===== config.mk =====
export PLATFORM = sky130hd
export DESIGN_NAME = windowed_moving_average
export DESIGN_NICKNAME = d
export VERILOG_FILES = /design/src/hdl/wma_pkg.sv /design/src/hdl/windowed_moving_average.sv /design/src/hdl/wma_ram.sv /design/src/hdl/wma_alu.sv
export SDC_FILE = /design/constraint.sdc
export NUM_CORES = 1
export LEC_CHECK = 0
export ABC_AREA = 0
export BUFFER_PORTS_ARGS = -buffer_cell sky130_fd_sc_hd__buf_2
export CELL_PAD_IN_SITES_DETAIL_PLACEMENT = 1
export CELL_PAD_IN_SITES_GLOBAL_PLACEMENT = 2
export CORE_ASPECT_RATIO = 0.5
export CORE_MARGIN = 1
export CORE_UTILIZATION = 25
export DETAILED_ROUTE_END_ITERATION = 8
export PLACE_DENSITY = 0.49
export SETUP_SLACK_MARGIN = 0.3
export SLEW_MARGIN = 15
export SYNTH_ARGS = -nofsm -noshare
export SYNTH_HDL_FRONTEND = slang
export SYNTH_HIERARCHICAL = 1
export SYNTH_SLANG_ARGS = --single-unit

===== constraint.sdc =====
create_clock -name clk -period 11.9 [get_ports clk]
set_input_delay 1.19 -clock clk [delete_from_list [all_inputs] [get_ports clk]]
set_output_delay 1.19 -clock clk [all_outputs]
set_load 0.05 [all_outputs]

===== src/hdl/wma_pkg.sv =====
// Package for the windowed moving average: field widths, parameter defaults,
// sequencer state and shared adder operation codes.
// No dependencies.
package wma_pkg;

    localparam int IN_BITS  = 48;
    localparam int OUT_BITS = 48;

    localparam int DEF_WINDOW_DEPTH = 16;
    localparam int DEF_SAMPLE_BITS  = 48;

    typedef enum logic [2:0] {
        ST_IDLE,
        ST_SUB,
        ST_ADD,
        ST_DIV,
        ST_OUT
    } state_t;

    typedef enum logic {
        ALU_ADD,
        ALU_SUB
    } alu_op_t;

endpackage


===== src/hdl/windowed_moving_average.sv =====
// Windowed moving average with warm-up: sequencer, running sum and a restoring
// divider that shares one adder. Depends on wma_pkg, wma_ram, wma_alu.
// The divider's loop produces one quotient bit per cycle over SUM_BITS bits
// (SUM_BITS = stored sample width + log2 of window depth, 52 by default).
// A new sample word is taken only in the idle state, once the previous average
// has been taken with no output stall. Reset clears sum, index and full flag.
module windowed_moving_average #(
    parameter int WINDOW_DEPTH = wma_pkg::DEF_WINDOW_DEPTH,
    parameter int SAMPLE_BITS  = wma_pkg::DEF_SAMPLE_BITS
) (
    input  logic                         clk,
    input  logic                         rst_n,
    input  logic                         sample_valid,
    output logic                         sample_stall,
    input  logic [wma_pkg::IN_BITS-1:0]  sample,
    output logic                         average_valid,
    input  logic                         average_stall,
    output logic [wma_pkg::OUT_BITS-1:0] average
);

    localparam int STORE_BITS = (SAMPLE_BITS < wma_pkg::IN_BITS) ? SAMPLE_BITS
                                                                 : wma_pkg::IN_BITS;
    localparam int IDX_BITS   = $clog2(WINDOW_DEPTH);
    localparam int SUM_BITS   = STORE_BITS + IDX_BITS;
    localparam int DIV_BITS   = $clog2(WINDOW_DEPTH + 1);
    localparam int CNT_BITS   = $clog2(SUM_BITS);

    wma_pkg::state_t state_reg, state_next;

    logic [IDX_BITS-1:0]   idx_reg, idx_next;
    logic                  full_reg, full_next;
    logic [SUM_BITS-1:0]   sum_reg, sum_next;
    logic [STORE_BITS-1:0] sample_reg, sample_next;
    logic [SUM_BITS-1:0]   quot_reg, quot_next;
    logic [DIV_BITS-1:0]   rem_reg, rem_next;
    logic [DIV_BITS-1:0]   divisor_reg, divisor_next;
    logic [CNT_BITS-1:0]   count_reg, count_next;

    logic                  accept;
    logic                  ram_wr_en;
    logic                  ram_rd_en;
    logic [STORE_BITS-1:0] ram_rd_data;

    wma_pkg::alu_op_t      alu_op;
    logic [SUM_BITS-1:0]   alu_a;
    logic [SUM_BITS-1:0]   alu_b;
    logic [SUM_BITS-1:0]   alu_res;
    logic                  alu_borrow;
    logic [DIV_BITS:0]     trial;

    assign accept = sample_valid && !sample_stall;
    assign trial  = {rem_reg, quot_reg[SUM_BITS-1]};

    wma_ram #(
        .WIDTH (STORE_BITS),
        .DEPTH (WINDOW_DEPTH)
    ) u_history (
        .clk     (clk),
        .wr_en   (ram_wr_en),
        .wr_addr (idx_reg),
        .wr_data (sample_reg),
        .rd_en   (ram_rd_en),
        .rd_addr (idx_reg),
        .rd_data (ram_rd_data)
    );

    wma_alu #(
        .WIDTH (SUM_BITS)
    ) u_alu (
        .op     (alu_op),
        .a      (alu_a),
        .b      (alu_b),
        .result (alu_res),
        .borrow (alu_borrow)
    );

    // next state
    always_comb
    begin
        state_next = state_reg;
        unique case (state_reg)
            wma_pkg::ST_IDLE:
            begin
                if (accept)
                begin
                    state_next = wma_pkg::ST_SUB;
                end
            end
            wma_pkg::ST_SUB: state_next = wma_pkg::ST_ADD;
            wma_pkg::ST_ADD: state_next = wma_pkg::ST_DIV;
            wma_pkg::ST_DIV:
            begin
                if (count_reg == CNT_BITS'(SUM_BITS - 1))
                begin
                    state_next = wma_pkg::ST_OUT;
                end
            end
            wma_pkg::ST_OUT:
            begin
                if (!average_stall)
                begin
                    state_next = wma_pkg::ST_IDLE;
                end
            end
            default: state_next = wma_pkg::ST_IDLE;
        endcase
    end

    // sequencer outputs
    always_comb
    begin
        sample_stall  = 1'b1;
        average_valid = 1'b0;
        ram_rd_en     = 1'b0;
        ram_wr_en     = 1'b0;
        alu_op        = wma_pkg::ALU_ADD;
        alu_a         = sum_reg;
        alu_b         = SUM_BITS'(sample_reg);
        unique case (state_reg)
            wma_pkg::ST_IDLE:
            begin
                sample_stall = 1'b0;
                ram_rd_en    = 1'b1;
            end
            wma_pkg::ST_SUB:
            begin
                // oldest entry leaves the sum only once the ring has wrapped
                ram_wr_en = 1'b1;
                alu_op    = wma_pkg::ALU_SUB;
                alu_b     = full_reg ? SUM_BITS'(ram_rd_data) : '0;
            end
            wma_pkg::ST_ADD:
            begin
                alu_op = wma_pkg::ALU_ADD;
            end
            wma_pkg::ST_DIV:
            begin
                alu_op = wma_pkg::ALU_SUB;
                alu_a  = SUM_BITS'(trial);
                alu_b  = SUM_BITS'(divisor_reg);
            end
            wma_pkg::ST_OUT:
            begin
                average_valid = 1'b1;
            end
            default:
            begin
                sample_stall = 1'b1;
            end
        endcase
    end

    // datapath
    always_comb
    begin
        idx_next     = idx_reg;
        full_next    = full_reg;
        sum_next     = sum_reg;
        sample_next  = sample_reg;
        quot_next    = quot_reg;
        rem_next     = rem_reg;
        divisor_next = divisor_reg;
        count_next   = count_reg;
        unique case (state_reg)
            wma_pkg::ST_IDLE:
            begin
                if (accept)
                begin
                    sample_next = sample[STORE_BITS-1:0];
                end
            end
            wma_pkg::ST_SUB:
            begin
                sum_next = alu_res;
            end
            wma_pkg::ST_ADD:
            begin
                sum_next     = alu_res;
                quot_next    = alu_res;
                rem_next     = '0;
                count_next   = '0;
                divisor_next = full_reg ? DIV_BITS'(WINDOW_DEPTH)
                                        : DIV_BITS'(idx_reg) + DIV_BITS'(1);
                if (idx_reg == IDX_BITS'(WINDOW_DEPTH - 1))
                begin
                    idx_next  = '0;
                    full_next = 1'b1;
                end
                else
                begin
                    idx_next = idx_reg + IDX_BITS'(1);
                end
            end
            wma_pkg::ST_DIV:
            begin
                // restoring step: keep the difference when it does not borrow
                rem_next   = alu_borrow ? trial[DIV_BITS-1:0] : alu_res[DIV_BITS-1:0];
                quot_next  = {quot_reg[SUM_BITS-2:0], !alu_borrow};
                count_next = count_reg + CNT_BITS'(1);
            end
            wma_pkg::ST_OUT:
            begin
                quot_next = quot_reg;
            end
            default:
            begin
                quot_next = quot_reg;
            end
        endcase
    end

    always_ff @(posedge clk or negedge rst_n)
    begin
        if (!rst_n)
        begin
            state_reg <= wma_pkg::ST_IDLE;
            idx_reg   <= '0;
            full_reg  <= 1'b0;
            sum_reg   <= '0;
            count_reg <= '0;
        end
        else
        begin
            state_reg <= state_next;
            idx_reg   <= idx_next;
            full_reg  <= full_next;
            sum_reg   <= sum_next;
            count_reg <= count_next;
        end
    end

    always_ff @(posedge clk)
    begin
        sample_reg  <= sample_next;
        quot_reg    <= quot_next;
        rem_reg     <= rem_next;
        divisor_reg <= divisor_next;
    end

    assign average = wma_pkg::OUT_BITS'(quot_reg);

endmodule


===== src/hdl/wma_ram.sv =====
// Generic simple dual-port RAM, one write and one registered read port.
// No dependencies.
module wma_ram #(
    parameter int WIDTH = 8,
    parameter int DEPTH = 16
) (
    input  logic                     clk,
    input  logic                     wr_en,
    input  logic [$clog2(DEPTH)-1:0] wr_addr,
    input  logic [WIDTH-1:0]         wr_data,
    input  logic                     rd_en,
    input  logic [$clog2(DEPTH)-1:0] rd_addr,
    output logic [WIDTH-1:0]         rd_data
);

    logic [WIDTH-1:0] mem [DEPTH];

    always_ff @(posedge clk)
    begin
        if (wr_en)
        begin
            mem[wr_addr] <= wr_data;
        end
        if (rd_en)
        begin
            rd_data <= mem[rd_addr];
        end
    end

endmodule


===== src/hdl/wma_alu.sv =====
// Shared add/subtract unit used for the running sum and each divide step.
// Depends on wma_pkg.
module wma_alu #(
    parameter int WIDTH = 8
) (
    input  wma_pkg::alu_op_t op,
    input  logic [WIDTH-1:0] a,
    input  logic [WIDTH-1:0] b,
    output logic [WIDTH-1:0] result,
    output logic             borrow
);

    logic [WIDTH:0] full_res;

    always_comb
    begin
        unique case (op)
            wma_pkg::ALU_ADD: full_res = {1'b0, a} + {1'b0, b};
            wma_pkg::ALU_SUB: full_res = {1'b0, a} - {1'b0, b};
        endcase
    end

    // top bit is carry on add, borrow on subtract
    assign result = full_res[WIDTH-1:0];
    assign borrow = full_res[WIDTH];

endmodule

Word-level counts from Yosys, hierarchy flattened. Memories as Yosys holds them, arrays and structs flattened. A register that Yosys moved wholly into a read port is not among the register bits. Index checks and enable logic that the tools add are counted.

$add $sub $neg: 5. Bitwise gates (word level): 1. Multiplexer cells: 20. Reduce and logical (&&, ||, !) cells: 9. Eq/ne operators: 9.

Operators with widths (number): one-hot mux 53 bit (2 select lines) (1); one-hot mux 52 bit (2 select lines) (1); one-hot mux 48 bit (2 select lines) (1); adder 52 x 48 -> 53 bit (1); subtractor 52 x 48 -> 53 bit (1); two-way mux 52 bit (1); two-way mux 48 bit (1); one-hot mux 3 bit (5 select lines) (1); one-hot mux 6 bit (2 select lines) (1); one-hot mux 5 bit (2 select lines) (1); two-way mux 3 bit (3); two-way mux 1 bit (7); adder 6 x 1 -> 6 bit, second input constant (1); == test 3 x 2 -> 1 bit, second input constant (2); == test 6 bit, second input constant (1); inequality test 2 bit, second input constant (3); adder 4 x 1 -> 5 bit, second input constant (1); two-way mux 5 bit (1); adder 4 x 1 -> 4 bit, second input constant (1); == test 4 bit, second input constant (1); two-way mux 4 bit (1); AND reduction 2 bit (2); OR reduction 2 bit (2); == test 3 x 1 -> 1 bit, second input constant (1); 7 further kinds (7).

Memories kept: 1. Input port bits: 52. Memory bits (writable): 768. Output and inout bits: 50. Word-level logic and storage cells: 54. Bits in registers: 176.

Memory list: u_history.mem (words 16, bits a word 48, read ports 1, clocked after memory_dff 1, wr ports 1, line wma_ram.sv:16) `logic [WIDTH-1:0] mem [DEPTH];`.

Logic depth before layout (Yosys ltp).
Depth after elaboration: 7. Mapped depth: 29.

Cells and area by module. The synthesis kept the hierarchy.

By module, submodules not included: wma_ram (cells an instance 1242, times used 1, area each 30171.4 sq um); windowed_moving_average (cells an instance 553, times used 1, area each 8106.5 sq um); wma_alu (cells an instance 647, times used 1, area each 4282.9 sq um).

Worst setup path before layout. No wires, ideal clock.

Path kind: reg2reg. From: register state_reg[2]. To: register rem_reg[0], data pin. Setup slack: 6265 ps. Required time: 11644 ps. Cell stages (with the launch flop): 29. Arrival time: 5379 ps. Library setup time: 256 ps. Clock period less this slack: 5635 ps. Cells stage by stage: dfrtp_1 -> buf_6 -> nand2b_1 -> buf_2 -> buf_2 -> a22o_1 -> or3_1 -> nor3_1 -> and3_1 -> and2_1 -> buf_2 -> and3_1 -> clkbuf_1 -> and3b_1 -> a21oi_1 -> xnor2_1 -> ha_1 -> clkbuf_1 -> nand2_1 -> o21ai_1 -> a21oi_1 -> o21ai_0 -> a311oi_1 -> o21ba_2 -> and2_1 -> a221o_1 -> buf_1 -> mux2i_1 -> nor2_1.

Elaborated cells on any way between the ends: 13.

RTL lines: start: declaration (line windowed_moving_average.sv:28) `wma_pkg::state_t state_reg, state_next;`; start signal: assignment (line windowed_moving_average.sv:216) `state_reg <= wma_pkg::ST_IDLE;`; start signal: assignment (line windowed_moving_average.sv:224) `state_reg <= state_next;`; == test 3 x 2 -> 1 bit or == test 3 x 1 -> 1 bit (tied branches) (line windowed_moving_average.sv:119) `unique case (state_reg)`; one-hot mux 48 bit (2 select lines) (*) (line windowed_moving_average.sv:119); named net alu_b[7] (line windowed_moving_average.sv:46) `logic [SUM_BITS-1:0] alu_b;`; subtractor 52 x 48 -> 53 bit or adder 52 x 48 -> 53 bit (tied branches) (line wma_alu.sv:19, wma_alu.sv:18); one-hot mux 53 bit (2 select lines) (*) (line wma_alu.sv:17) `unique case (op)`; named net alu_borrow (line windowed_moving_average.sv:48) `logic alu_borrow;`; two-way mux 5 bit (*) (line windowed_moving_average.sv:197) `rem_next = alu_borrow ? trial[DIV_BITS-1:0] : alu_res[DIV_BITS-1:0];`; one-hot mux 5 bit (2 select lines) (*) (line windowed_moving_average.sv:164) `unique case (state_reg)`; end signal: assignment (line windowed_moving_average.sv:236) `rem_reg <= rem_next;`; end: declaration (line windowed_moving_average.sv:35) `logic [DIV_BITS-1:0] rem_reg, rem_next;`.

The timed path passes the listed nets; every way through them passes the cells marked *. A chain may end at the register's enable or synchronous reset.

Final worst setup path.
From: register state_reg[2]. To: register rem_reg[2], data pin.

The elaborated chain is that of the path after synthesis.

==> run metrics <==
status=complete, no violations; synth unique cells=79; type of the worst min-delay path=input pin to async pin; GRT Util Overall=0.149; Max Buffers Root-to-Sink=3; Layout Area Growth over Synthesis=14.2%; CTS tree=done; CP Max Fanout=57; # port buffers=101; Final period util=0.608; switching pwr=around 1.5 mW; vias per cell=4.65; most frequent cells in the layout=926 x edfxtp_1, 192 x mux4_2, 107 x nand2_1; cell internal pwr=between 5 and 6 mW; ys flop type=edfxtp_1; Mapped Area=~0.043 mm2; switch share=0.212; Max Cap Violations=0; initial core utilization=0.253; WS Path Type=flop to flop; fillers=17400; final hold viol count=0; drt pass-1 iters=7; power per cell area=143 mW/mm2; cts repair resizes=0; LEAKAGE=about 16 nW; first-pass GRT wire length=around 180000 um; maximum vdd drop=0.0980 mV; GRT overflow=0; setup_tns=0 ps; Post-Syn Instances=2442; WP depth=23; CTS sink cnt=about 990; worst path required time=between 10000 and 15000 ps; Post-route DRC=0; CP Capture Type=flop; Layout Nets=2635; Final min period=a little over 7000 ps; root buf cell=clkbuf_16; final worst slack=4660 ps; Yosys warnings=6; cts-stage hold buffer count=0; clk_lat worst skew=between 700 and 800 ps; Die Ht=between 200 and 300 um; via count=22700; # H-tree levels=3; num rows=around 110; Async S/R FF share, synth=0.0665; upper clock frequency limit=138 MHz; commonest non-fill, non-tap cell in the layout=edfxtp_1; GPL Wtd Cong=between 0.7 and 0.8; drt wl/cell=~26 um; max FFs per register=768; share of power burned in registers=0.544; Slew Limit Fails=0; Setup WS pre-CTS=4580 ps; crit path cell chain=nand2b_2, buf_4, nor2b_4, buf_4, a22o_1, nor3_1, nand2_1, nor3_1, and3_1, and3b_1, a21oi_1, xnor2_1, ha_1, nand2_1, o21ai_1, a21oi_1, o21ai_0, a311oi_1, o21ba_2, and2_1, a221o_1, mux2i_1, nor2_1; Post-DP HPWL=~77000 um; crit-path leading delay family=simple AND/OR/NAND/NOR gates; WP buf/inv=2; clk slew on worst S/H paths=~70 ps; Post CTS Setup Buffer Count=0; max incr delay on CP=around 780 ps; starting DRC count in detailed routing=about 1800; Final setup viols=0; clock skew=between 30 and 40 ps; critical path launch point type=flop; slowest CP cell=nor3_1; Clock Power Share=0.447; pin count of the biggest net entering global routing=77; I/O pin count=about 100; vias in the first global route=24300; RSZ-0062 raised after global routing=no; Post-DRT Antenna Nets=0; Post-synth EDFFs=between 900 and 1000; total CTS buffers=100; sequential area share after synthesis=0.692; FF+latch count, synth=a little under 1000; Comb pwr share=0.009; Die Wd=a little under 600 um; share of cells above drive strength 1=0.241; core area=0.168 mm2; initial antenna violation count=14; DIE AREA=0.172 mm2; worst reg-to-reg path cell count=23; Max-slew headroom=0.279; Total Wirelength=about 130000 um; Least-Margin Pin Slew=1080 ps; Avg Inst Size Synth=17.4 um2; Worst Path Arrival=~7700 ps
-- routing by layer --
metal / share of wire / vias to the layer above / global-route usage
met3: 0.053 / 133 / 0.0285
met1: 0.49 / 12300 / 0.220
met2: 0.44 / 438 / 0.227
met4: 0.015 / 0 / 0.0255
li1: - / 9916 / -
met5: 0 / - / 0
-- final timing paths --
| path | from | end | slack, ps |
|---|---|---|---|
| max in group asynchronous | rst_n | sum_reg[46] | 10450 |
| hold reg to reg | sum_reg[22] | sum_reg[22] | 500 |
| setup reg to reg | state_reg[2] | rem_reg[2] | 4660 |
| min in group clk | sum_reg[22] | sum_reg[22] | 500 |
| setup / recovery | state_reg[2] | rem_reg[2] | 4660 |
| hold / removal | rst_n | idx_reg[0] | 270 |
-- worst register-to-register path, cell delays in order, from the launching register on --
cell and delay [ps]:
dfrtp_1 590, nand2b_2 190, buf_4 550, nor2b_4 70, buf_4 310, a22o_1 360
nor3_1 320, nand2_1 120, nor3_1 780, and3_1 450, and3b_1 280, a21oi_1 100
xnor2_1 200, ha_1 470, nand2_1 160, o21ai_1 430, a21oi_1 90, o21ai_0 220
a311oi_1 130, o21ba_2 240, and2_1 150, a221o_1 470, mux2i_1 230, nor2_1 50
-- logic make-up after synthesis --
logic type	Yosys count	share of synthesized area
flip-flops	992	0.692
AO/OA/AOI/OAI	391	0.0634
AND/OR/NAND/NOR	382	0.0462
multiplexers	308	0.133
buffers and inverters	212	0.0279
XOR/XNOR	100	0.0210
adder cells (fa/ha/maj)	56	0.0166
other	1	0.0000881
-- synthesized netlist by cell type (all sizes together) (25+ instances only) --
master | count | area share
a21o | 25 | 0.0046
a21oi | 89 | 0.010
a22o | 45 | 0.0093
a22oi | 101 | 0.018
and2 | 57 | 0.0084
buf | 119 | 0.020
clkbuf | 58 | 0.0051
dfrtp | 66 | 0.039
edfxtp | 926 | 0.65
ha | 55 | 0.016
inv | 34 | 0.0030
mux2 | 110 | 0.030
mux4 | 192 | 0.10
nand2 | 107 | 0.0094
nor2 | 85 | 0.0079
nor3 | 26 | 0.0031
o21ai | 42 | 0.0049
xnor2 | 83 | 0.018
-- cell type report --
type,instances,area (um2),share of cell area
Antenna cell,8,20.0,0.000412
Clock buffer,123,2630,0.0542
Clock inverter,64,520,0.0107
Inverter,35,136,0.00281
Multi-Input combinational cell,1249,12100,0.249
Sequential cell,992,29500,0.606
Tap cell,2268,2840,0.0584
Timing Repair Buffer,149,868,0.0179
-- power groups by stage --
stage	logic (mW)	clock network [mW]	registers, mW
after floorplan	0.0373	0	3.84
after CTS	0.0679	3.20	3.77
final	0.0648	3.09	3.77
after global placement	0.0676	0	3.84
after detailed placement	0.0678	0	3.84
after global routing	0.0716	3.32	3.77
-- metrics by stage --
stage,hold slack (ps),std cells,cell area [um2],power [mW],utilization
after floorplan,472,2453,42600,3.88,-
after global placement,483,4693,45400,3.91,0.270
after detailed placement,486,4693,45400,3.91,0.270
after CTS,216,4880,48600,7.04,0.289
after global routing,228,4882,48600,7.16,0.289
final,270,4888,48600,6.93,0.289
No activity file was read; power rests on OpenSTA's default activity.
